## config.mk

```make
export PLATFORM = sky130hd
export DESIGN_NAME = per_type_event_run_merger
export DESIGN_NICKNAME = d
export VERILOG_FILES = /design/src/rtl/ptrm_pkg.sv /design/src/rtl/ptrm_ram.sv /design/src/rtl/ptrm_csr.sv /design/src/rtl/ptrm_eval.sv /design/src/rtl/per_type_event_run_merger.sv
export SDC_FILE = /design/constraint.sdc
export NUM_CORES = 2
export LEC_CHECK = 0
export ABC_AREA = 1
export CORE_AREA = 5 5 366 368
export CTS_BUF_LIST = sky130_fd_sc_hd__clkbuf_8
export CTS_CLUSTER_DIAMETER = 80
export DETAILED_ROUTE_END_ITERATION = 12
export DIE_AREA = 0 0 371 373
export DONT_BUFFER_PORTS = 1
export GPL_TIMING_DRIVEN = 0
export PLACE_DENSITY = 0.74
export SLEW_MARGIN = 10
export SYNTH_ARGS = -nofsm -noshare
export SYNTH_HDL_FRONTEND = slang
export SYNTH_SLANG_ARGS = --single-unit
export TNS_END_PERCENT = 10
```

## constraint.sdc

```tcl
create_clock -name clock -period 12 [get_ports clock]
set_input_delay 1.2 -clock clock [delete_from_list [all_inputs] [get_ports clock]]
set_output_delay 1.2 -clock clock [all_outputs]
set_load 0.01 [all_outputs]
```

## src/rtl/ptrm_pkg.sv

```systemverilog
package ptrm_pkg;

   // Block configuration
   localparam int NUM_TYPES = 8;
   localparam int DATA_BITS = 32;

   // Fixed field widths
   localparam int FRAME_W   = 32;
   localparam int TYPE_W    = 3;
   localparam int WORD_W    = 32;
   localparam int SPACING_W = 16;

   // Configuration register file
   localparam int CSR_COUNT        = 8;
   localparam int CSR_IDX_W        = 3;
   localparam int CSR_SPACING_BASE = 0;

   // Derived widths
   localparam int SLOT_W      = $clog2(NUM_TYPES);
   localparam int PAYLOAD_W   = (DATA_BITS < WORD_W) ? DATA_BITS : WORD_W;
   localparam int REQ_FIELD_W = FRAME_W + TYPE_W + WORD_W;
   localparam int REQ_TDATA_W = ((REQ_FIELD_W + 7) / 8) * 8;
   localparam int RSP_FIELD_W = TYPE_W + FRAME_W + WORD_W + WORD_W;
   localparam int RSP_TDATA_W = ((RSP_FIELD_W + 7) / 8) * 8;

   // Item kind carried on the request tuser
   typedef enum logic {
      OP_EVENT = 1'b0,
      OP_FLUSH = 1'b1
   } op_type;

   // One run slot as kept in the slot memory; last is start + length - 1.
   typedef struct packed {
      logic [PAYLOAD_W-1:0] payload;
      logic [FRAME_W-1:0]   last;
      logic [WORD_W-1:0]    length;
      logic [FRAME_W-1:0]   start;
   } entry_type;

   localparam int ENTRY_W = $bits(entry_type);

   // Outcome of checking an event against its open run
   typedef struct packed {
      logic close;
      logic stretch;
   } verdict_type;

endpackage

```

## src/rtl/ptrm_ram.sv

```systemverilog
module ptrm_ram #(
   parameter int WIDTH = 8,
   parameter int DEPTH = 8
) (
   input  logic                     clock,
   input  logic                     we,
   input  logic [$clog2(DEPTH)-1:0] waddr,
   input  logic [WIDTH-1:0]         wdata,
   input  logic [$clog2(DEPTH)-1:0] raddr,
   output logic [WIDTH-1:0]         rdata
);

   logic [WIDTH-1:0] mem_ff [DEPTH];
   logic [WIDTH-1:0] rdata_ff;

   // Single write port, registered read port; a read sees writes of earlier edges.
   always_ff @(posedge clock) begin
      if (we) begin
         mem_ff[waddr] <= wdata;
      end
      rdata_ff <= mem_ff[raddr];
   end

   assign rdata = rdata_ff;

endmodule

```

## src/rtl/ptrm_csr.sv

```systemverilog
module ptrm_csr (
   input  logic                           clock,
   input  logic                           reset,
   input  logic                           csr_we,
   input  logic [ptrm_pkg::CSR_IDX_W-1:0] csr_index,
   input  logic [ptrm_pkg::SPACING_W-1:0] csr_wdata,
   input  logic [ptrm_pkg::SLOT_W-1:0]    slot,
   output logic [ptrm_pkg::SPACING_W-1:0] spacing
);

   import ptrm_pkg::*;

   logic [SPACING_W-1:0] spacing_ff [CSR_COUNT];
   logic [SPACING_W-1:0] spacing_in [CSR_COUNT];

   // Register write decode.
   always_comb begin
      for (int i = 0; i < CSR_COUNT; i++) begin
         spacing_in[i] = spacing_ff[i];
         if (csr_we && (csr_index == CSR_IDX_W'(CSR_SPACING_BASE + i))) begin
            spacing_in[i] = csr_wdata;
         end
      end
   end

   always_ff @(posedge clock) begin
      if (reset) begin
         for (int i = 0; i < CSR_COUNT; i++) begin
            spacing_ff[i] <= SPACING_W'(1);
         end
      end else begin
         spacing_ff <= spacing_in;
      end
   end

   // Spacing of the slot under evaluation.
   assign spacing = spacing_ff[slot];

endmodule

```

## src/rtl/ptrm_eval.sv

```systemverilog
module ptrm_eval (
   input  ptrm_pkg::entry_type              cur,
   input  logic [ptrm_pkg::FRAME_W-1:0]     frame,
   input  logic [ptrm_pkg::PAYLOAD_W-1:0]   data,
   input  logic [ptrm_pkg::SPACING_W-1:0]   spacing,
   output ptrm_pkg::verdict_type            verdict,
   output ptrm_pkg::entry_type              stretched
);

   import ptrm_pkg::*;

   logic [FRAME_W:0] thr;
   logic [FRAME_W:0] span;
   logic             sat;

   // The run closes once the event reaches last frame plus spacing, or on new data.
   assign thr           = {1'b0, cur.last} + (FRAME_W + 1)'(spacing);
   assign verdict.close = (thr <= {1'b0, frame}) || (cur.payload != data);

   // Only an event past the run's last frame moves the end.
   assign verdict.stretch = !verdict.close && (frame > cur.last);

   // New length counts both ends; it tops out only for a run over the whole frame range.
   assign span = {1'b0, frame} - {1'b0, cur.start} + (FRAME_W + 1)'(1);
   assign sat  = span[FRAME_W];

   always_comb begin
      stretched         = cur;
      stretched.length  = sat ? {WORD_W{1'b1}} : span[WORD_W-1:0];
      stretched.last    = sat ? {{(FRAME_W - 1){1'b1}}, 1'b0} : frame;
   end

endmodule

```

## src/rtl/per_type_event_run_merger.sv

```systemverilog
// Event: the item is taken in ST_IDLE, its slot is read and written back in ST_EVAL, which
// waits for the output register when the run closes; the closed run is emitted through it.
// Flush: ST_IDLE fetches the first open slot, then ST_FLUSH emits one run per cycle while rsp
// takes them; an empty flush stays in ST_IDLE. The slot memory's registered read sets this
// order. Reset (synchronous) closes all runs, sets every spacing to 1 and empties the output
// register; the slot memory needs no clearing pass.
module per_type_event_run_merger (
   input  logic                             clock,
   input  logic                             reset,
   // Request: [31:0] event_frame, [34:32] event_type, [66:35] event_data
   input  logic                             req_tvalid,
   output logic                             req_tready,
   input  logic [ptrm_pkg::REQ_TDATA_W-1:0] req_tdata,
   input  logic                             req_tuser,    // op
   // Response: [2:0] run_type, [34:3] run_start_frame, [66:35] run_duration,
   // [98:67] run_data
   output logic                             rsp_tvalid,
   input  logic                             rsp_tready,
   output logic [ptrm_pkg::RSP_TDATA_W-1:0] rsp_tdata,
   output logic                             rsp_tlast,    // last_of_flush
   input  logic                             csr_we,
   input  logic [ptrm_pkg::CSR_IDX_W-1:0]   csr_index,
   input  logic [ptrm_pkg::SPACING_W-1:0]   csr_wdata
);

   import ptrm_pkg::*;

   typedef enum logic [2:0] {
      ST_IDLE  = 3'b001,
      ST_EVAL  = 3'b010,
      ST_FLUSH = 3'b100
   } state_type;

   state_type            state_ff, state_in;
   logic [NUM_TYPES-1:0] open_ff, open_in;
   logic [SLOT_W-1:0]    slot_ff, slot_in;
   logic [FRAME_W-1:0]   frame_ff, frame_in;
   logic [PAYLOAD_W-1:0] data_ff, data_in;
   logic                 rsp_valid_ff, rsp_valid_in;
   entry_type            rsp_entry_ff, rsp_entry_in;
   logic [SLOT_W-1:0]    rsp_slot_ff, rsp_slot_in;
   logic                 rsp_last_ff, rsp_last_in;

   logic [FRAME_W-1:0]   req_frame;
   logic [TYPE_W-1:0]    req_type;
   logic [WORD_W-1:0]    req_data;
   logic                 req_acc;
   logic                 type_ok;
   logic                 out_free;
   logic                 any_open;
   logic [SLOT_W-1:0]    first_slot;
   logic [SLOT_W-1:0]    next_slot;
   logic [SLOT_W-1:0]    last_slot;

   logic                 ram_we;
   logic [SLOT_W-1:0]    ram_raddr;
   entry_type            ram_wdata;
   entry_type            cur;
   entry_type            fresh;
   entry_type            stretched;
   verdict_type          verdict;
   logic [SPACING_W-1:0] spacing;

   // Request fields
   assign req_frame = req_tdata[FRAME_W-1:0];
   assign req_type  = req_tdata[FRAME_W +: TYPE_W];
   assign req_data  = req_tdata[FRAME_W + TYPE_W +: WORD_W];

   assign req_tready = (state_ff == ST_IDLE);
   assign req_acc    = req_tvalid && req_tready;
   assign type_ok    = int'(req_type) < NUM_TYPES;
   assign out_free   = !rsp_valid_ff || rsp_tready;
   assign any_open   = |open_ff;

   // Open-slot search for the flush sequence.
   always_comb begin
      first_slot = '0;
      next_slot  = '0;
      last_slot  = '0;
      for (int i = NUM_TYPES - 1; i >= 0; i--) begin
         if (open_ff[i]) begin
            first_slot = SLOT_W'(i);
         end
         if (open_ff[i] && (i > int'(slot_ff))) begin
            next_slot = SLOT_W'(i);
         end
      end
      for (int i = 0; i < NUM_TYPES; i++) begin
         if (open_ff[i]) begin
            last_slot = SLOT_W'(i);
         end
      end
   end

   // Slot memory holding start, length, last frame and payload of each run.
   ptrm_ram #(
      .WIDTH (ENTRY_W),
      .DEPTH (NUM_TYPES)
   ) u_slot_ram (
      .clock (clock),
      .we    (ram_we),
      .waddr (slot_ff),
      .wdata (ram_wdata),
      .raddr (ram_raddr),
      .rdata (cur)
   );

   ptrm_csr u_csr (
      .clock     (clock),
      .reset     (reset),
      .csr_we    (csr_we),
      .csr_index (csr_index),
      .csr_wdata (csr_wdata),
      .slot      (slot_ff),
      .spacing   (spacing)
   );

   ptrm_eval u_eval (
      .cur       (cur),
      .frame     (frame_ff),
      .data      (data_ff),
      .spacing   (spacing),
      .verdict   (verdict),
      .stretched (stretched)
   );

   // A run opened by the current event.
   always_comb begin
      fresh.start   = frame_ff;
      fresh.length  = WORD_W'(1);
      fresh.last    = frame_ff;
      fresh.payload = data_ff;
   end

   // Sequencer: read the slot, then decide, write back and emit.
   always_comb begin
      state_in     = state_ff;
      open_in      = open_ff;
      slot_in      = slot_ff;
      frame_in     = frame_ff;
      data_in      = data_ff;
      ram_raddr    = slot_ff;
      ram_we       = 1'b0;
      ram_wdata    = fresh;
      rsp_valid_in = rsp_valid_ff && !rsp_tready;
      rsp_entry_in = rsp_entry_ff;
      rsp_slot_in  = rsp_slot_ff;
      rsp_last_in  = rsp_last_ff;

      unique case (state_ff)
         ST_IDLE: begin
            if (req_acc) begin
               if (req_tuser == OP_FLUSH) begin
                  if (any_open) begin
                     slot_in   = first_slot;
                     ram_raddr = first_slot;
                     state_in  = ST_FLUSH;
                  end
               end else if (type_ok) begin
                  slot_in   = req_type[SLOT_W-1:0];
                  ram_raddr = req_type[SLOT_W-1:0];
                  frame_in  = req_frame;
                  data_in   = req_data[PAYLOAD_W-1:0];
                  state_in  = ST_EVAL;
               end
            end
         end
         ST_EVAL: begin
            if (!open_ff[slot_ff]) begin
               // No run yet: open one.
               ram_we           = 1'b1;
               open_in[slot_ff] = 1'b1;
               state_in         = ST_IDLE;
            end else if (verdict.close) begin
               // Emit the old run, then replace it; waits for the output register.
               if (out_free) begin
                  rsp_valid_in = 1'b1;
                  rsp_entry_in = cur;
                  rsp_slot_in  = slot_ff;
                  rsp_last_in  = 1'b0;
                  ram_we       = 1'b1;
                  state_in     = ST_IDLE;
               end
            end else begin
               ram_we    = verdict.stretch;
               ram_wdata = stretched;
               state_in  = ST_IDLE;
            end
         end
         ST_FLUSH: begin
            if (out_free) begin
               rsp_valid_in     = 1'b1;
               rsp_entry_in     = cur;
               rsp_slot_in      = slot_ff;
               rsp_last_in      = (slot_ff == last_slot);
               open_in[slot_ff] = 1'b0;
               if (slot_ff == last_slot) begin
                  state_in = ST_IDLE;
               end else begin
                  slot_in   = next_slot;
                  ram_raddr = next_slot;
               end
            end
         end
         default: begin
            state_in = ST_IDLE;
         end
      endcase
   end

   // Control state
   always_ff @(posedge clock) begin
      if (reset) begin
         state_ff     <= ST_IDLE;
         open_ff      <= '0;
         rsp_valid_ff <= 1'b0;
      end else begin
         state_ff     <= state_in;
         open_ff      <= open_in;
         rsp_valid_ff <= rsp_valid_in;
      end
   end

   // Item and output payload
   always_ff @(posedge clock) begin
      slot_ff      <= slot_in;
      frame_ff     <= frame_in;
      data_ff      <= data_in;
      rsp_entry_ff <= rsp_entry_in;
      rsp_slot_ff  <= rsp_slot_in;
      rsp_last_ff  <= rsp_last_in;
   end

   assign rsp_tvalid = rsp_valid_ff;
   assign rsp_tlast  = rsp_last_ff;
   assign rsp_tdata  = RSP_TDATA_W'({WORD_W'(rsp_entry_ff.payload),
                                     rsp_entry_ff.length,
                                     rsp_entry_ff.start,
                                     TYPE_W'(rsp_slot_ff)});

endmodule

```

-- After elaboration in Yosys (flattened, before gate mapping)
Memory sizes are Yosys's and may differ from the RTL's. A register that Yosys moved wholly into a read port is not among the register bits.
Index checks and enable logic that the tools add are counted.
- register bits after elaboration: 339
- memory bits (writable): 1024
- bits of input ports: 97
- output and inout port bits: 107
- logic and storage cells: 169
- memories: 1
- memories (name ; words ; width ; rd ports ; clocked after Yosys merged registers in ; wr ports ; line ; RTL):
    u_slot_ram.mem_ff ; 8 ; 128 ; 1 ; 1 ; 1 ; ptrm_ram.sv:13 ; logic [WIDTH-1:0] mem_ff [DEPTH];
- $add $sub $neg: 3
- order comparisons: 12
- equality and inequality tests: 21
- muxes and demuxes: 75
- bitwise gates (word level): 5
- reductions and logical operators: 32
- operators by type and width (cell ; number):
    128-bit two-way mux ; 6
    128-bit case mux with 2 select lines ; 1
    3-bit two-way mux ; 37
    32-bit two-way mux ; 2
    16-bit binary-select mux with 3-bit select ; 1
    32-bit by 16-bit adder with 33-bit output ; 1
    33-bit by 1-bit adder with 33-bit output (second input constant) ; 1
    33-bit by 32-bit less-or-equal comparator with 1-bit output ; 1
    32-bit by 32-bit subtractor with 33-bit output ; 1
    32-bit greater-than comparator ; 1
    16-bit two-way mux ; 2
    32-bit != test ; 1
    1-bit logical AND ; 19
    1-bit two-way mux ; 16
    8-bit two-way mux ; 2
    8-bit case mux with 2 select lines ; 1
    3-bit equality test (second input constant) ; 5
    3-bit greater-than comparator (first input constant) ; 4
    3-bit case mux with 2 select lines ; 2
    2-bit != test (second input constant) ; 5
    5-bit AND reduction ; 2
    3-bit by 2-bit equality test with 1-bit output (second input constant) ; 3
    3-bit case mux with 3 select lines ; 1
    3-bit AND reduction ; 3
    other kinds (23) ; 30

-- Logic depth before layout (Yosys ltp)
- depth after elaboration: 14
- mapped depth: 38
- mapped depth without buffers: 37

-- Cells and area by module
A second synthesis with hierarchy kept.
- cell total of the unflattened synthesis: 7332
- area, all modules: 67165.7 µm²
- by module, submodules not included (module ; instances ; cells an instance ; area each (µm²) ; sequential area each (µm²)):
    ptrm_ram ; 1 ; 4570 ; 47077.7 ; 33311.9
    per_type_event_run_merger ; 1 ; 728 ; 7527.2 ; 5225.0
    ptrm_eval ; 1 ; 1039 ; 6406.1 ; 0.0
    ptrm_csr ; 1 ; 995 ; 6154.7 ; 2562.5

-- Least setup slack after synthesis
Ideal clock, no wire load.
- path type: reg-to-reg
- start point: reg slot_ff[2]
- end point: mem u_slot_ram.mem_ff[0][0] (netlist name), enable pin
- library setup time: 0.617 ns
- arrival: 10.242 ns
- data required time: 11.383 ns
- slack: 1.141 ns
- stages on the path, launching flop included: 35
- buffers on the path: 1
- period minus slack after synthesis: 10.859 ns
- cell sequence: dfxtp_1 > buf_2 > nor2_2 > inv_2 > nor2_1 > clkinv_1 > nor2_1 > a221oi_1 > o2111ai_1 > ha_1 > inv_1 > fa_1 > nand3b_1 > nand2_1 > a21oi_1 > o21ai_1 > nand3_1 > nand2_1 > inv_1 > nor3_1 > nand2_1 > xor2_1 > ha_1 > nand2_1 > nor2_1 > nand4_1 > nor4b_1 > nand2_1 > nand2_1 > inv_2 > nand2_1 > nand2_1 > nand3_1 > nand2_1 > nor2_1
- cells in the longest elaborated chain, start to end: 14
- elaborated cells between the ends (all ways): 16
- classes of those cells: 1 x add/sub; 1 x order compare; 10 x mux; 1 x bitwise; 3 x reduce/logical
- RTL lines (what ; line ; RTL):
    from (decl) ; per_type_event_run_merger.sv:36 ; logic [SLOT_W-1:0] slot_ff, slot_in;
    from (signal assigned) ; per_type_event_run_merger.sv:226 ; slot_ff <= slot_in;
    3-bit NOT with 4-bit output (not written as such) ; ptrm_csr.sv:37 ; assign spacing = spacing_ff[slot];
    16-bit binary-select mux with 3-bit select ; ptrm_csr.sv:37 ;
    16-bit two-way mux (not written as such) (2 in series) ; ptrm_csr.sv:37 ;
    32-bit by 16-bit adder with 33-bit output ; ptrm_eval.sv:17 ; assign thr = {1'b0, cur.last} + (FRAME_W + 1)'(spacing);
    33-bit by 32-bit less-or-equal comparator with 1-bit output ; ptrm_eval.sv:18 ; assign verdict.close = (thr <= {1'b0, frame}) || (cur.payload != data);
    1-bit logical OR ; ptrm_eval.sv:18 ;
    1-bit zero test ; ptrm_eval.sv:21 ; assign verdict.stretch = !verdict.close && (frame > cur.last);
    1-bit logical AND ; ptrm_eval.sv:21 ;
    1-bit two-way mux ; per_type_event_run_merger.sv:174 ; end else if (verdict.close) begin
    1-bit two-way mux ; per_type_event_run_merger.sv:169 ; if (!open_ff[slot_ff]) begin
    1-bit two-way mux ; per_type_event_run_merger.sv:150 ; unique case (state_ff)
    1-bit two-way mux ; ptrm_ram.sv:18 ; if (we) begin
    1-bit two-way mux (not written as such) ; ptrm_ram.sv:19 ; mem_ff[waddr] <= wdata;
    to (decl) ; ptrm_ram.sv:13 ;
Parallel ways exist; a longest one is shown, timed or not. The select of a mux whose other input is x is not followed.

-- Worst setup path in the final report
- start point: reg slot_ff[1]
- end point: mem u_slot_ram.mem_ff[2][36] (netlist name), enable pin
The elaborated chain is that of the path after synthesis.

==> qor.csv <==
stage,metric,value,unit
timing,Worst-Margin Slew,1.33,ns
yosys,number of flops mapped to enable cells by yosys,1188,
yosys,largest cells by area after synthesis,"edfxtp_1 (55%), nand2_1 (8.5%), dfxtp_1 (8.4%)",
drt,Initial DRT Pass Iterations,6,
setup_path,"Slowest-stage cell, CP",nor2_4,
floorplanning,die area,0.138,mm2
setup_path,Critical Path End Type,register,
run,max-cap violations,0,
clock_tree,hold-fix buffers at CTS,0,
setup_path,crit-path max FO,27,
finish,post-route cell area,0.0725,mm2
timing,RSZ-0062 raised after global routing,no,
yosys,Post-Synthesis Cells,6239,
floorplanning,Die Span X,371,um
clock_tree,clk buf depth,3,
grt,global-route wire length before repair,273,mm
yosys,sequential fraction of the synthesis area,63.6,%
floorplanning,Initial Util,49.6,%
clock_tree,H-tree levels,4,
finish,Filler cells,10900,
finish,"Core Util, Final",55.6,%
setup_path,crit path kind,reg -> reg,
timing,Max Clk Rate,96.1,MHz
finish,Multi-input gate area,0.0192,mm2
finish,share of layout cells above drive strength 1,8.91,%
clock_tree,clock tree root buffer cell,clkbuf_8,
timing,TNS Setup,0,ns
clock_tree,post_cts resized,0,
floorplanning,Die Height,373,um
floorplanning,core region area,0.130,mm2
power,Lkg Pwr,30.1,nW
floorplanning,# rows,133,
clock_tree,CTS tree,built,
drt,Antenna Nets Post-Route,0,
setup_path,cell repeated most along the worst path,nand2_1,
worst_hold_path,worst min path class,in -> reg,
finish,Area Overhead vs Synth,12.1,%
placement,Post-DP HPWL,128,mm
clock_tree,clock sink count,1459,
grt,vias in the first global route,44800,
yosys,Syn Std Cell Area,0.0647,mm2
timing,fin crit period,10.40,ns
drt,Routed WL,186,mm
setup_path,highest cell delay on the worst timing path,0.88,ns
clock_tree,Num CTS Buffers,225,
timing,Slew Limit Fails,0,
timing,relative slew slack,10.3,%
clock_tree,worst skew pair latency,0.96,ns
clock_tree,# Post-CTS Setup Buffers,0,
yosys,Yosys warnings,0,
grt,final global-route overflow total,0,
timing,Worst Clk Skew,0.0666,ns
yosys,count of cell types in the netlist,53,
timing,Final period util,86.7,%
drt,post-DR vias/cell,5.52,
drt,initial drt markers,5559,
finish,FF+latch area,0.0411,mm2
setup_path,CP required,12.63,ns
placement,global placement routability congestion,0.945,
drt,Routed WL per cell,21.9,um
setup_path,"Arr. time, crit path",11.03,ns
status,outcome,"complete, no violations",
yosys,"area leader, netlist",edfxtp_1,
power,Power Dens Cells,278,mW/mm2
yosys,ys async rst share,0,%
drt,Vias,46800,
yosys,Synth Register Bits,1459,
yosys,Synth Area per Inst,10.4,um2
floorplanning,IO Count,204,
timing,Final Hold Viols,0,
timing,Final Setup Violations,0,
yosys,Yosys top cell area share,55.2,%
grt,initial antenna violation count,10,
yosys,most frequent cell after synthesis,nand2_1,
yosys,Most used DFF post-synth,edfxtp_1,
setup_path,critical path startpoint category,register,
finish,nets@finish,6757,
placement,I/O Buffers,0,
drt,# DRC,0,
grt,Total Routing Usage GR,26.2,%
grt,largest net degree at the start of global routing,64,
power,Max VDD drop,0.204,mV
placement,Post-DP Area,0.0679,mm2
yosys,synth cell count leaders,"nand2_1 (1468), edfxtp_1 (1188), inv_1 (743)",
clock_tree,Clock transition at path regs,0.06,ns
cell families after synthesis:
kind of cell | Yosys count | share of synthesized area [%]
flip-flops | 1459 | 63.6
AND/OR/NAND/NOR | 2973 | 21.7
XOR/XNOR | 70 | 0.960
multiplexers | 4 | 0.0619
other | 1 | 0.00580
buffers and inverters | 1123 | 6.94
adder cells (fa/ha/maj) | 145 | 2.83
AO/OA/AOI/OAI | 464 | 4.00
metrics by stage:
| stage | total power [mW] | hold slack [ns] | worst slack [ns] | instances |
|---|---|---|---|---|
| 2_1_floorplan | 12.5 | 0.386 | 1.14 | 6243 |
| 3_3_place_gp | 15.8 | 0.388 | -6.77 | 7998 |
| 3_5_place_dp | 15.9 | 0.389 | 1.78 | 8043 |
| 4_1_cts | 20.1 | 0.221 | 1.75 | 8468 |
| 5_1_grt | 21.4 | 0.267 | 1.11 | 8472 |
| 6_report | 20.2 | 0.339 | 1.60 | 8486 |
power breakdown:
part	switching (mW)	total [mW]	internal, mW
Sequential	0.377	6.37	5.99
Clock	1.99	4.12	2.12
Combinational	6.96	9.69	2.73
Total	9.33	20.2	10.9
layout make-up:
cell class,count,area share [%]
Inverter,758,3.94
Multi-Input combinational cell,3661,26.4
Clock inverter,160,1.20
Clock buffer,265,5.03
Buffer,365,2.28
Tap cell,1755,3.03
Timing Repair Buffer,45,1.34
Sequential cell,1459,56.7
Antenna cell,18,0.0621
path summary, 6_finish.rpt:
| check | from | end | slack (ns) | cells past startpoint |
|---|---|---|---|---|
| hold reg to reg | u_slot_ram.rdata[56]$_DFF_P_ | rsp_tdata[59]$_DFFE_PP_ | 0.40 | 0 |
| setup reg to reg | slot_ff[1]$_DFF_P_ | u_slot_ram.mem_ff[2][36]$_DFFE_PP_ | 1.60 | 37 |
| setup / recovery | slot_ff[1]$_DFF_P_ | u_slot_ram.mem_ff[2][36]$_DFFE_PP_ | 1.60 | 37 |
| hold / removal | req_tdata[37] | data_ff[2]$_DFFE_PP_ | 0.34 | 0 |
placed cells by master, fill, tap and decap left out, types with 10 or more instances in the layout:
cell type,Yosys,layout
buf_12,0,36
o2111ai_1,12,12
clkinv_2,0,27
clkinv_1,5,31
o21ai_1,5,17
a22oi_1,12,12
a221oi_1,17,17
diode_2,0,18
buf_4,14,14
a31oi_1,13,13
nand3_1,572,572
clkbuf_8,0,265
a21oi_1,139,139
nand4_1,25,25
inv_2,10,10
buf_2,172,172
xor2_1,34,34
edfxtp_1,1188,1188
or2_2,10,10
ha_1,143,143
buf_1,26,26
nor2_1,339,331
xnor2_1,35,35
clkbuf_1,150,144
nor3_1,20,20
dfxtp_1,271,271
nand2_1,1468,1468
o21ai_0,224,212
nand3b_1,515,515
inv_1,743,827
worst max-delay path: cells and delay by family (launching register included):
| kind | cells | cell delay [ns] |
|---|---|---|
| flip-flops | 1 | 0.46 |
| AND/OR/NAND/NOR | 20 | 5.46 |
| adder cells (fa/ha/maj) | 3 | 0.97 |
| AO/OA/AOI/OAI | 4 | 0.82 |
| XOR/XNOR | 1 | 0.17 |
| buffers and inverters | 9 | 2.11 |
flip-flops by register name, summed over array words and instances (netlist names), named ones only:
name / cells
rsp_tlast: 1
state_ff: 3
rsp_slot_ff: 3
rsp_tvalid: 1
u_slot_ram.mem_ff: 1024
rsp_tdata: 96
frame_ff: 32
slot_ff: 3
data_ff: 32
u_csr.spacing_ff: 128
u_slot_ram.rdata: 128
layer usage:
layer | global-route usage, % | part of all wire (%) | vias to the layer above
met3 | 6.01 | 10 | 402
met5 | 0 | 0.014 | -
met4 | 10.5 | 3.5 | 4
met2 | 41.1 | 46 | 2507
li1 | - | - | 21600
met1 | 35.4 | 40 | 22400
Power figures use the tool's default switching activity.
